### src/hdl/fpd_pkg.sv
`timescale 1ns / 1ps
// ----------------------------------------------------------------------------
// fpd_pkg
// Widths, constants and types shared by the fuzzy PD controller modules.
// ----------------------------------------------------------------------------
package fpd_pkg;

	localparam int DATA_WIDTH = 16;
	localparam int FRAC_BITS  = 8;

	localparam int LEVEL_W = 13;
	localparam int OUT_W   = 14;
	localparam int ADDR_W  = 3;

	// grade 0..8.0 in fixed point, rule sum full..2*full
	localparam int GRADE_W = FRAC_BITS + 4;
	localparam int SUM_W   = FRAC_BITS + 5;
	localparam int QBITS   = LEVEL_W;
	localparam int REM_W   = LEVEL_W + GRADE_W;
	localparam int EXT_W   = DATA_WIDTH + FRAC_BITS + 4;

	localparam logic [GRADE_W-1:0] FULL_GRADE  = GRADE_W'(8 << FRAC_BITS);
	localparam logic [EXT_W-1:0]   GRADE_SHIFT = EXT_W'(4 << FRAC_BITS);
	localparam logic [LEVEL_W-1:0] LEVEL_RESET = LEVEL_W'(4 << FRAC_BITS);

	localparam logic [0:0] REG_LEVEL = 1'b0;

	// one divider cell's worth of in-flight state
	typedef struct packed {
		logic [SUM_W-1:0] part;
		logic [QBITS-1:0] quo;
		logic [SUM_W-1:0] dvs;
		logic             neg;
	} div_t;

endpackage

### src/hdl/fpd_front.sv
`timescale 1ns / 1ps
// ----------------------------------------------------------------------------
// fpd_front
// Fuzzification, rule strengths and weighted numerator: three stages that
// load the first divider cell.
// ----------------------------------------------------------------------------
module fpd_front
	import fpd_pkg::*;
(
	input  logic                         clk,
	input  logic                         arst_n,
	input  logic                         in_vld,
	input  logic signed [DATA_WIDTH-1:0] error_sample,
	input  logic signed [DATA_WIDTH-1:0] error_change,
	input  logic        [LEVEL_W-1:0]    level,
	output logic                         out_vld,
	output div_t                         out_div
);

	localparam logic signed [EXT_W-1:0] FULL_EXT = EXT_W'(FULL_GRADE);

	logic                     vld_s1, vld_s2, vld_s3;
	logic [GRADE_W-1:0]       pe_s1, pc_s1;
	logic signed [GRADE_W:0]  diff_s2;
	logic [SUM_W-1:0]         sum_s2;
	div_t                     div_s3;

	logic signed [EXT_W-1:0]  ge_raw, gc_raw;
	logic [GRADE_W-1:0]       pe_d, pc_d, ne, nc;
	logic [GRADE_W-1:0]       r_pp, r_pn, r_np, r_nn;
	logic signed [GRADE_W:0]  diff_neg;
	logic [GRADE_W-1:0]       diff_mag;
	logic [REM_W-1:0]         prod;

	always_comb begin
		ge_raw = EXT_W'(error_sample) + $signed(GRADE_SHIFT);
		gc_raw = EXT_W'(error_change) + $signed(GRADE_SHIFT);
		if (ge_raw < 0) begin
			pe_d = '0;
		end else if (ge_raw > FULL_EXT) begin
			pe_d = FULL_GRADE;
		end else begin
			pe_d = ge_raw[GRADE_W-1:0];
		end
		if (gc_raw < 0) begin
			pc_d = '0;
		end else if (gc_raw > FULL_EXT) begin
			pc_d = FULL_GRADE;
		end else begin
			pc_d = gc_raw[GRADE_W-1:0];
		end
	end

	always_comb begin
		ne   = FULL_GRADE - pe_s1;
		nc   = FULL_GRADE - pc_s1;
		r_pp = (pe_s1 < pc_s1) ? pe_s1 : pc_s1;
		r_pn = (pe_s1 < nc) ? pe_s1 : nc;
		r_np = (ne < pc_s1) ? ne : pc_s1;
		r_nn = (ne < nc) ? ne : nc;
	end

	always_comb begin
		diff_neg = -diff_s2;
		diff_mag = diff_s2[GRADE_W] ? diff_neg[GRADE_W-1:0] : diff_s2[GRADE_W-1:0];
		prod     = level * diff_mag;
	end

	always_ff @(posedge clk or negedge arst_n) begin
		if (!arst_n) begin
			vld_s1 <= 1'b0;
			vld_s2 <= 1'b0;
			vld_s3 <= 1'b0;
		end else begin
			vld_s1 <= in_vld;
			vld_s2 <= vld_s1;
			vld_s3 <= vld_s2;
		end
	end

	always_ff @(posedge clk) begin
		pe_s1   <= pe_d;
		pc_s1   <= pc_d;
		diff_s2 <= $signed({1'b0, r_pp}) - $signed({1'b0, r_nn});
		sum_s2  <= SUM_W'(r_pp) + SUM_W'(r_pn) + SUM_W'(r_np) + SUM_W'(r_nn);
		// quotient fits QBITS, so the upper product bits start below the divisor
		div_s3.part <= SUM_W'(prod[REM_W-1:QBITS]);
		div_s3.quo  <= prod[QBITS-1:0];
		div_s3.dvs  <= sum_s2;
		div_s3.neg  <= diff_s2[GRADE_W];
	end

	assign out_vld = vld_s3;
	assign out_div = div_s3;

endmodule

### src/hdl/fpd_div_cell.sv
`timescale 1ns / 1ps
// ----------------------------------------------------------------------------
// fpd_div_cell
// One restoring division step: shift in a dividend bit, trial subtract,
// shift the quotient bit in, hand the word to the next cell.
// ----------------------------------------------------------------------------
module fpd_div_cell
	import fpd_pkg::*;
(
	input  logic clk,
	input  logic arst_n,
	input  logic in_vld,
	input  div_t in_div,
	output logic out_vld,
	output div_t out_div
);

	logic             vld_q;
	div_t             div_q;
	logic [SUM_W:0]   trial;
	logic [SUM_W:0]   rest;
	logic             take;

	always_comb begin
		trial = {in_div.part, in_div.quo[QBITS-1]};
		rest  = trial - {1'b0, in_div.dvs};
		take  = (trial >= {1'b0, in_div.dvs});
	end

	always_ff @(posedge clk or negedge arst_n) begin
		if (!arst_n) begin
			vld_q <= 1'b0;
		end else begin
			vld_q <= in_vld;
		end
	end

	always_ff @(posedge clk) begin
		div_q.part <= take ? rest[SUM_W-1:0] : trial[SUM_W-1:0];
		div_q.quo  <= {in_div.quo[QBITS-2:0], take};
		div_q.dvs  <= in_div.dvs;
		div_q.neg  <= in_div.neg;
	end

	assign out_vld = vld_q;
	assign out_div = div_q;

endmodule

### src/hdl/fuzzy_pd_controller.sv
`timescale 1ns / 1ps
// ----------------------------------------------------------------------------
// fuzzy_pd_controller
// Four-rule Sugeno fuzzy PD controller: u = level*(R_PP-R_NN)/sum(R).
//
//   channel   signals                                 handshake
//   request   start, busy, error_sample, error_change  start & !busy
//   result    done, drive_value                        done, one cycle
//   config    psel, penable, pwrite, paddr, pwdata     APB, pready tied high
//
// A request is taken every cycle; busy stays low. Each result passes
// through three front stages, one quotient bit per cell in the divider
// cell row, and one output register. Reset clears the pipeline valid
// bits and loads level 4.0. The receiver cannot stall; results leave
// in request order.
// ----------------------------------------------------------------------------
module fuzzy_pd_controller
	import fpd_pkg::*;
(
	input  logic                         clk,
	input  logic                         arst_n,
	input  logic                         start,
	output logic                         busy,
	input  logic signed [DATA_WIDTH-1:0] error_sample,
	input  logic signed [DATA_WIDTH-1:0] error_change,
	output logic                         done,
	output logic signed [OUT_W-1:0]      drive_value,
	input  logic                         psel,
	input  logic                         penable,
	input  logic                         pwrite,
	input  logic [ADDR_W-1:0]            paddr,
	input  logic [31:0]                  pwdata,
	output logic [31:0]                  prdata,
	output logic                         pready
);

	logic [LEVEL_W-1:0]       level_q;
	logic                     done_q;
	logic signed [OUT_W-1:0]  drive_q;

	logic                     vld_chain [QBITS+1];
	div_t                     div_chain [QBITS+1];
	logic [OUT_W-1:0]         quo_ext;

	assign busy   = 1'b0;
	assign pready = 1'b1;

	always_ff @(posedge clk or negedge arst_n) begin
		if (!arst_n) begin
			level_q <= LEVEL_RESET;
		end else if (psel && penable && pwrite && (paddr[2] == REG_LEVEL)) begin
			level_q <= pwdata[LEVEL_W-1:0];
		end
	end

	always_comb begin
		prdata = '0;
		if (paddr[2] == REG_LEVEL) begin
			prdata = 32'(level_q);
		end
	end

	fpd_front u_front (
		.clk          (clk),
		.arst_n       (arst_n),
		.in_vld       (start),
		.error_sample (error_sample),
		.error_change (error_change),
		.level        (level_q),
		.out_vld      (vld_chain[0]),
		.out_div      (div_chain[0])
	);

	for (genvar i = 0; i < QBITS; i++) begin : g_cell
		fpd_div_cell u_cell (
			.clk     (clk),
			.arst_n  (arst_n),
			.in_vld  (vld_chain[i]),
			.in_div  (div_chain[i]),
			.out_vld (vld_chain[i+1]),
			.out_div (div_chain[i+1])
		);
	end

	// apply sign after the magnitude divide: truncates toward zero
	assign quo_ext = OUT_W'(div_chain[QBITS].quo);

	always_ff @(posedge clk or negedge arst_n) begin
		if (!arst_n) begin
			done_q <= 1'b0;
		end else begin
			done_q <= vld_chain[QBITS];
		end
	end

	always_ff @(posedge clk) begin
		drive_q <= div_chain[QBITS].neg ? -$signed(quo_ext) : $signed(quo_ext);
	end

	assign done        = done_q;
	assign drive_value = drive_q;

endmodule
### config.mk
export PLATFORM = sky130hd
export DESIGN_NAME = fuzzy_pd_controller
export DESIGN_NICKNAME = d
export VERILOG_FILES = /design/src/hdl/fpd_pkg.sv /design/src/hdl/fpd_front.sv /design/src/hdl/fpd_div_cell.sv /design/src/hdl/fuzzy_pd_controller.sv
export SDC_FILE = /design/constraint.sdc
export NUM_CORES = 1
export LEC_CHECK = 0
export BUFFER_PORTS_ARGS = -buffer_cell sky130_fd_sc_hd__buf_2
export CORE_ASPECT_RATIO = 0.6
export CORE_MARGIN = 2
export CORE_UTILIZATION = 56
export CTS_CLUSTER_SIZE = 14
export DETAILED_ROUTE_END_ITERATION = 10
export GPL_TIMING_DRIVEN = 0
export PLACE_DENSITY_LB_ADDON = 0.08
export SETUP_SLACK_MARGIN = 0.1
export SLEW_MARGIN = 20
export SYNTH_ARGS = -nofsm -noshare
export SYNTH_HDL_FRONTEND = slang
export SYNTH_SLANG_ARGS = --single-unit
export TNS_END_PERCENT = 10
### constraint.sdc
create_clock -name clk -period 6.1 [get_ports clk]
set_clock_uncertainty 0.05 [all_clocks]
set_input_delay 1.22 -clock clk [delete_from_list [all_inputs] [get_ports clk]]
set_output_delay 1.22 -clock clk [all_outputs]
set_load 0.03 [all_outputs]
== Word-level counts from Yosys, hierarchy flattened ==
Index checks and enable logic that the tools add are counted.

* Flip-flop bits (word level): 627
* Input port bits: 73
* Output and inout bits: 49
* Logic and storage cells: 151

* Add/sub/neg operators: 22
* Multipliers: 1
* Magnitude comparators: 21
* Multiplexer cells: 21
* Bitwise gates (word level): 1
* Reduce and logical (&&, ||, !) cells: 5

{| class="wikitable"
|+ Operator list
! cell !! count
|-
| $mux 13 || 14
|-
| $ge 14x13->1 || 12
|-
| $sub 13x13->13 || 12
|-
| $mux 12 || 7
|-
| $lt 12x12->1 || 4
|-
| $add 16x12->17 const B || 2
|-
| $gt 17x13->1 const B || 2
|-
| $lt 17x1->1 const B || 2
|-
| $add 13x12->13 || 2
|-
| $mul 13x12->25 || 1
|-
| $sub 12x12->12 const A || 2
|-
| $neg 13->14 || 1
|-
| $add 12x12->13 || 1
|-
| $ge 13x13->1 || 1
|-
| $sub 12x12->13 || 1
|-
| $neg 12->12 || 1
|-
| $reduce_or 2->1 || 2
|-
| $logic_and 1x1->1 || 3
|-
| $not 1->1 || 1
|}

== Logic depth before layout (Yosys ltp) ==
* Depth after elaboration: 6
* Depth in mapped cells: 29
* Gate-level depth less buffers: 28

== By module ==
Synthesis repeated with hierarchy kept, for this count alone.

* Cell total of the unflattened synthesis: 3291
* Area total of the unflattened synthesis: 34420.5 µm²

{| class="wikitable"
|+ By module, submodules not included
! module !! instances !! cells each !! area an instance (µm²) !! sequential area each (µm²)
|-
| fpd_div_cell (g_cell[0].u_cell ...) || 12 || 149 || 1675.4 || 825.8
|-
| fpd_front || 1 || 1218 || 11224.5 || 1856.8
|-
| fpd_div_cell (g_cell[6].u_cell) || 1 || 170 || 1749.2 || 825.8
|-
| fuzzy_pd_controller || 1 || 115 || 1342.5 || 631.9
|}

== Least setup slack after synthesis ==
OpenSTA, ideal clock, no wires.

* Path type: reg2reg
* From: reg u_front.diff_s2[6]
* To: reg u_front.div_s3 (netlist bit u_front.out_div[34])
* Setup time: 0.072 ns
* Arrival: 6.222 ns
* Required time: 5.978 ns
* Setup slack: -0.244 ns
* Cell stages (with the launch flop): 24
* Buffers on the path: 1
* Path through: dfxtp_1 or3_1 or3_1 o31a_1 xor2_1 clkbuf_1 nand2_1 fa_1 fa_1 inv_1 fa_1 fa_1 inv_1 fa_1 inv_1 ha_1 a21o_1 a31oi_1 o21ai_0 a22o_1 or3_1 o211ai_1 nor2b_1 xnor2_1

* Longest elaborated chain between the ends: 3

{| class="wikitable"
|+ RTL lines
! what !! RTL line !! source
|-
| from (decl) || fpd_front.sv:24 || <nowiki>logic signed [GRADE_W:0] diff_s2;</nowiki>
|-
| from (signal assigned) || fpd_front.sv:84 || <nowiki>diff_s2 <= $signed({1'b0, r_pp}) - $signed({1'b0, r_nn});</nowiki>
|-
| $neg 12->12 || fpd_front.sv:64 || <nowiki>diff_neg = -diff_s2;</nowiki>
|-
| $mux 12 * || fpd_front.sv:65 || <nowiki>diff_mag = diff_s2[GRADE_W] ? diff_neg[GRADE_W-1:0] : diff_s2[GRADE_W-1:0];</nowiki>
|-
| $mul 13x12->25 * || fpd_front.sv:66 || <nowiki>prod = level * diff_mag;</nowiki>
|-
| named net u_front.prod[20] || fpd_front.sv:33 || <nowiki>logic [REM_W-1:0] prod;</nowiki>
|-
| to (decl) || fpd_front.sv:26 || <nowiki>div_t div_s3;</nowiki>
|}

The timed path passes the listed nets; every way through them passes the cells marked *.
A chain may end at the register's enable or synchronous reset.

== Worst setup path in the final report ==
* From: reg u_front.diff_s2[12]
* To: reg u_front.div_s3 (netlist bit u_front.out_div[37])

* Longest elaborated chain between the ends: 2

{| class="wikitable"
|+ RTL lines
! what !! RTL line
|-
| $mux 12 || fpd_front.sv:65
|-
| $mul 13x12->25 || fpd_front.sv:66
|-
| named net u_front.prod[23] || fpd_front.sv:33
|}

The timed path passes the listed nets, and every way through them passes these cells.

==> out/qor.csv <==
metric;value;unit
Post-Syn Area;31820;um^2
ANT cells;0;
total track usage;0.2460;
DP Area;33300;um^2
Nets;3888;
register area;12720;um^2
RSZ-0062 raised after global routing;yes;
share of layout cells above drive strength 1;0.1297;
H-tree depth;2;
Distinct cells, synth;78;
dpl ws;-0.8498;ns
post-synthesis sequential area ratio;0.3992;
dpl cells;4039;
Final Hold Viols;0;
Initial Utilization;0.5682;
total CTS buffers;57;
CTS clk-pin slew, worst paths;0.06;ns
DRT iter0 DRCs;1472;
first-pass GRT wire length;117100;um
Seq cells post-synth;627;
worst skew pair latency;0.66;ns
Routed WL per cell;17.11;um
CP required;6.54;ns
Mapped Avg Cell Area;10.00;um^2
die area;58810;um^2
crit path capture type;register;
total gr overflow;0;
failing checks;negative setup slack;
vias per cell;5.329;
fillers;4585;
I/O pins;122;
clock buffer depth;3;
Pins Over Slew Limit;0;
most common cell in the netlist;dfxtp_1;
Post-synth ARST share;0.04785;
Cell Rows;67;
crit path max fanout;10;
cell taking the most area after synthesis;dfxtp_1;
Cells after Synth;3182;
PortBufs;79;
Critical Path AT;6.87;ns
Die Width;311.7;um
max_slew headroom;0.4266;
number of global-route vias before repair;22374;
slew at the pin closest to its max-slew limit;0.8384;ns
vias post-DR;22170;
cell area after layout;35760;um^2
# setup viols final;8;
Core Area;56000;um^2
placer congestion estimate;0.9334;
max cap viols;0;
half-perimeter wire length after placement;55960;um
Tmin final;6.429;ns
Num Clock Sinks;627;
largest net degree at the start of global routing;31;
post-synth top area share;0.3756;
largest cells by area after synthesis;dfxtp_1 (38%), ha_1 (12%), fa_1 (9.2%);
Remaining DRCs;0;
Layout area overhead;12.40;%
Final period util;1.054;
yosys warns;0;
initial antenna violation count;0;
multi-input logic area;17540;um^2
CP startpoint;u_front.diff_s2[12];
CP Launch Type;register;
TritonCTS clock tree;done;
most used flip-flop cell after synthesis;dfxtp_1;
Final Instance Count excl. Fillers;4160;
Die Ht;188.6;um
final WL;71180;um
status;complete, but fails checks;
WS Path Type;register to register;
DR pass1 iterations;7;
min-delay src;g_cell[4].u_cell.out_div[24];
Post-synth EDFFs;0;
worst r2r src;u_front.diff_s2[12];
Hold Crit Class;register to register;
FMAX;155.5;MHz
final setup TNS;-1.924;ns
top cells by count, synth;dfxtp_1 (597), inv_1 (429), ha_1 (308);
final worst slack;-0.3293;ns
clk root buf;clkbuf_16;
antenna-violating nets left;0;
layout make-up:
type / count / share of cell area
sequential: 627 / 0.3557
multi-input combinational: 2063 / 0.4906
inverter: 429 / 0.04503
tap: 759 / 0.02655
clock buffer: 80 / 0.04625
timing repair buffer: 100 / 0.01592
buffer: 82 / 0.01375
clock inverter: 20 / 0.006262
metrics by stage:
stage               hold WS (ns)  utilization
finish                    0.2369       0.6387
global placement          0.2606       0.5947
detailed placement        0.2621       0.5947
global route              0.2502       0.6387
CTS                       0.2302       0.6335
floorplan                 0.2596            -
sequential cells by signal, indices dropped and copies added (netlist names):
signal and count:
u_front.sum_s2 13, u_front.out_div 39, u_front.diff_s2 13, u_front.out_vld 1, u_front.pe_s1 12, g_cell.u_cell.out_vld 13
done 1, level_q 13, drive_value 14, u_front.vld_s1 1, u_front.pc_s1 12, g_cell.u_cell.out_div 494
u_front.vld_s2 1
cells by family after synthesis:
group,after synthesis,share of synthesized area
AO/OA/AOI/OAI,550,0.1119
XOR/XNOR,181,0.04982
adder cells (fa/ha/maj),455,0.2136
buffers and inverters,511,0.06441
flip-flops,627,0.3992
multiplexers,140,0.04742
other,2,0.0002360
AND/OR/NAND/NOR,716,0.1134
cells in the final DEF, fill, tap and decap left out, types with 49 or more instances in the layout:
cell type	Yosys	layout
mux2_2	85	85
inv_1	429	423
ha_1	308	298
mux2i_1	54	52
xnor2_1	114	106
xor2_1	67	63
nand2_1	232	229
and2_1	70	69
buf_4	28	49
a21oi_1	124	119
dfxtp_1	597	589
nor2b_1	83	80
buf_2	15	91
a21o_1	57	57
nor2_1	92	92
clkbuf_16	0	58
fa_1	147	144
o21ai_0	156	148
worst max-delay path: stages (launching register included):
cell	delay [ns]
dfxtp_1	0.41
clkbuf_2	0.27
nand2_1	0.13
xnor2_2	0.32
clkbuf_2	0.33
nand2_1	0.12
fa_1	0.56
fa_1	0.45
fa_1	0.49
inv_1	0.06
fa_1	0.53
inv_1	0.05
fa_1	0.52
inv_1	0.04
ha_1	0.41
a21o_1	0.23
a21oi_1	0.17
o21ai_1	0.10
a21o_1	0.23
a311o_1	0.43
a311oi_2	0.28
xnor2_1	0.11
per-layer routing:
metal,vias up,GRT usage,share of wire
met2,558,0.3583,0.41
met1,10573,0.3760,0.51
met5,-,0,0
met3,103,0.04435,0.062
met4,0,0.05843,0.018
li1,10936,-,-
worst paths after layout:
path	end	slack, ns	depth (start not counted)
setup / recovery	u_front.out_div[37]	-0.33	21
hold / removal	g_cell[5].u_cell.out_div[25]	0.24	0
setup reg to reg	u_front.out_div[37]	-0.33	21
hold reg to reg	g_cell[5].u_cell.out_div[25]	0.24	0
max in group asynchronous	g_cell[11].u_cell.out_vld	5.02	1
min in group asynchronous	u_front.out_vld	0.56	1
what timing repair did:
| item | CTS | global route |
|---|---|---|
| setup buffers | 9 | 12 |
| gates cloned | 0 | 0 |
| gates resized for setup | 63 | 44 |
| endpoints found under the setup margin | 23 | 21 |
| pin swaps | 23 | 30 |
| hold buffers | 0 | 0 |
Power is left out: the tool's default activity adds up to more than one toggle a clock period on the data nets, which glitch-free logic cannot reach.
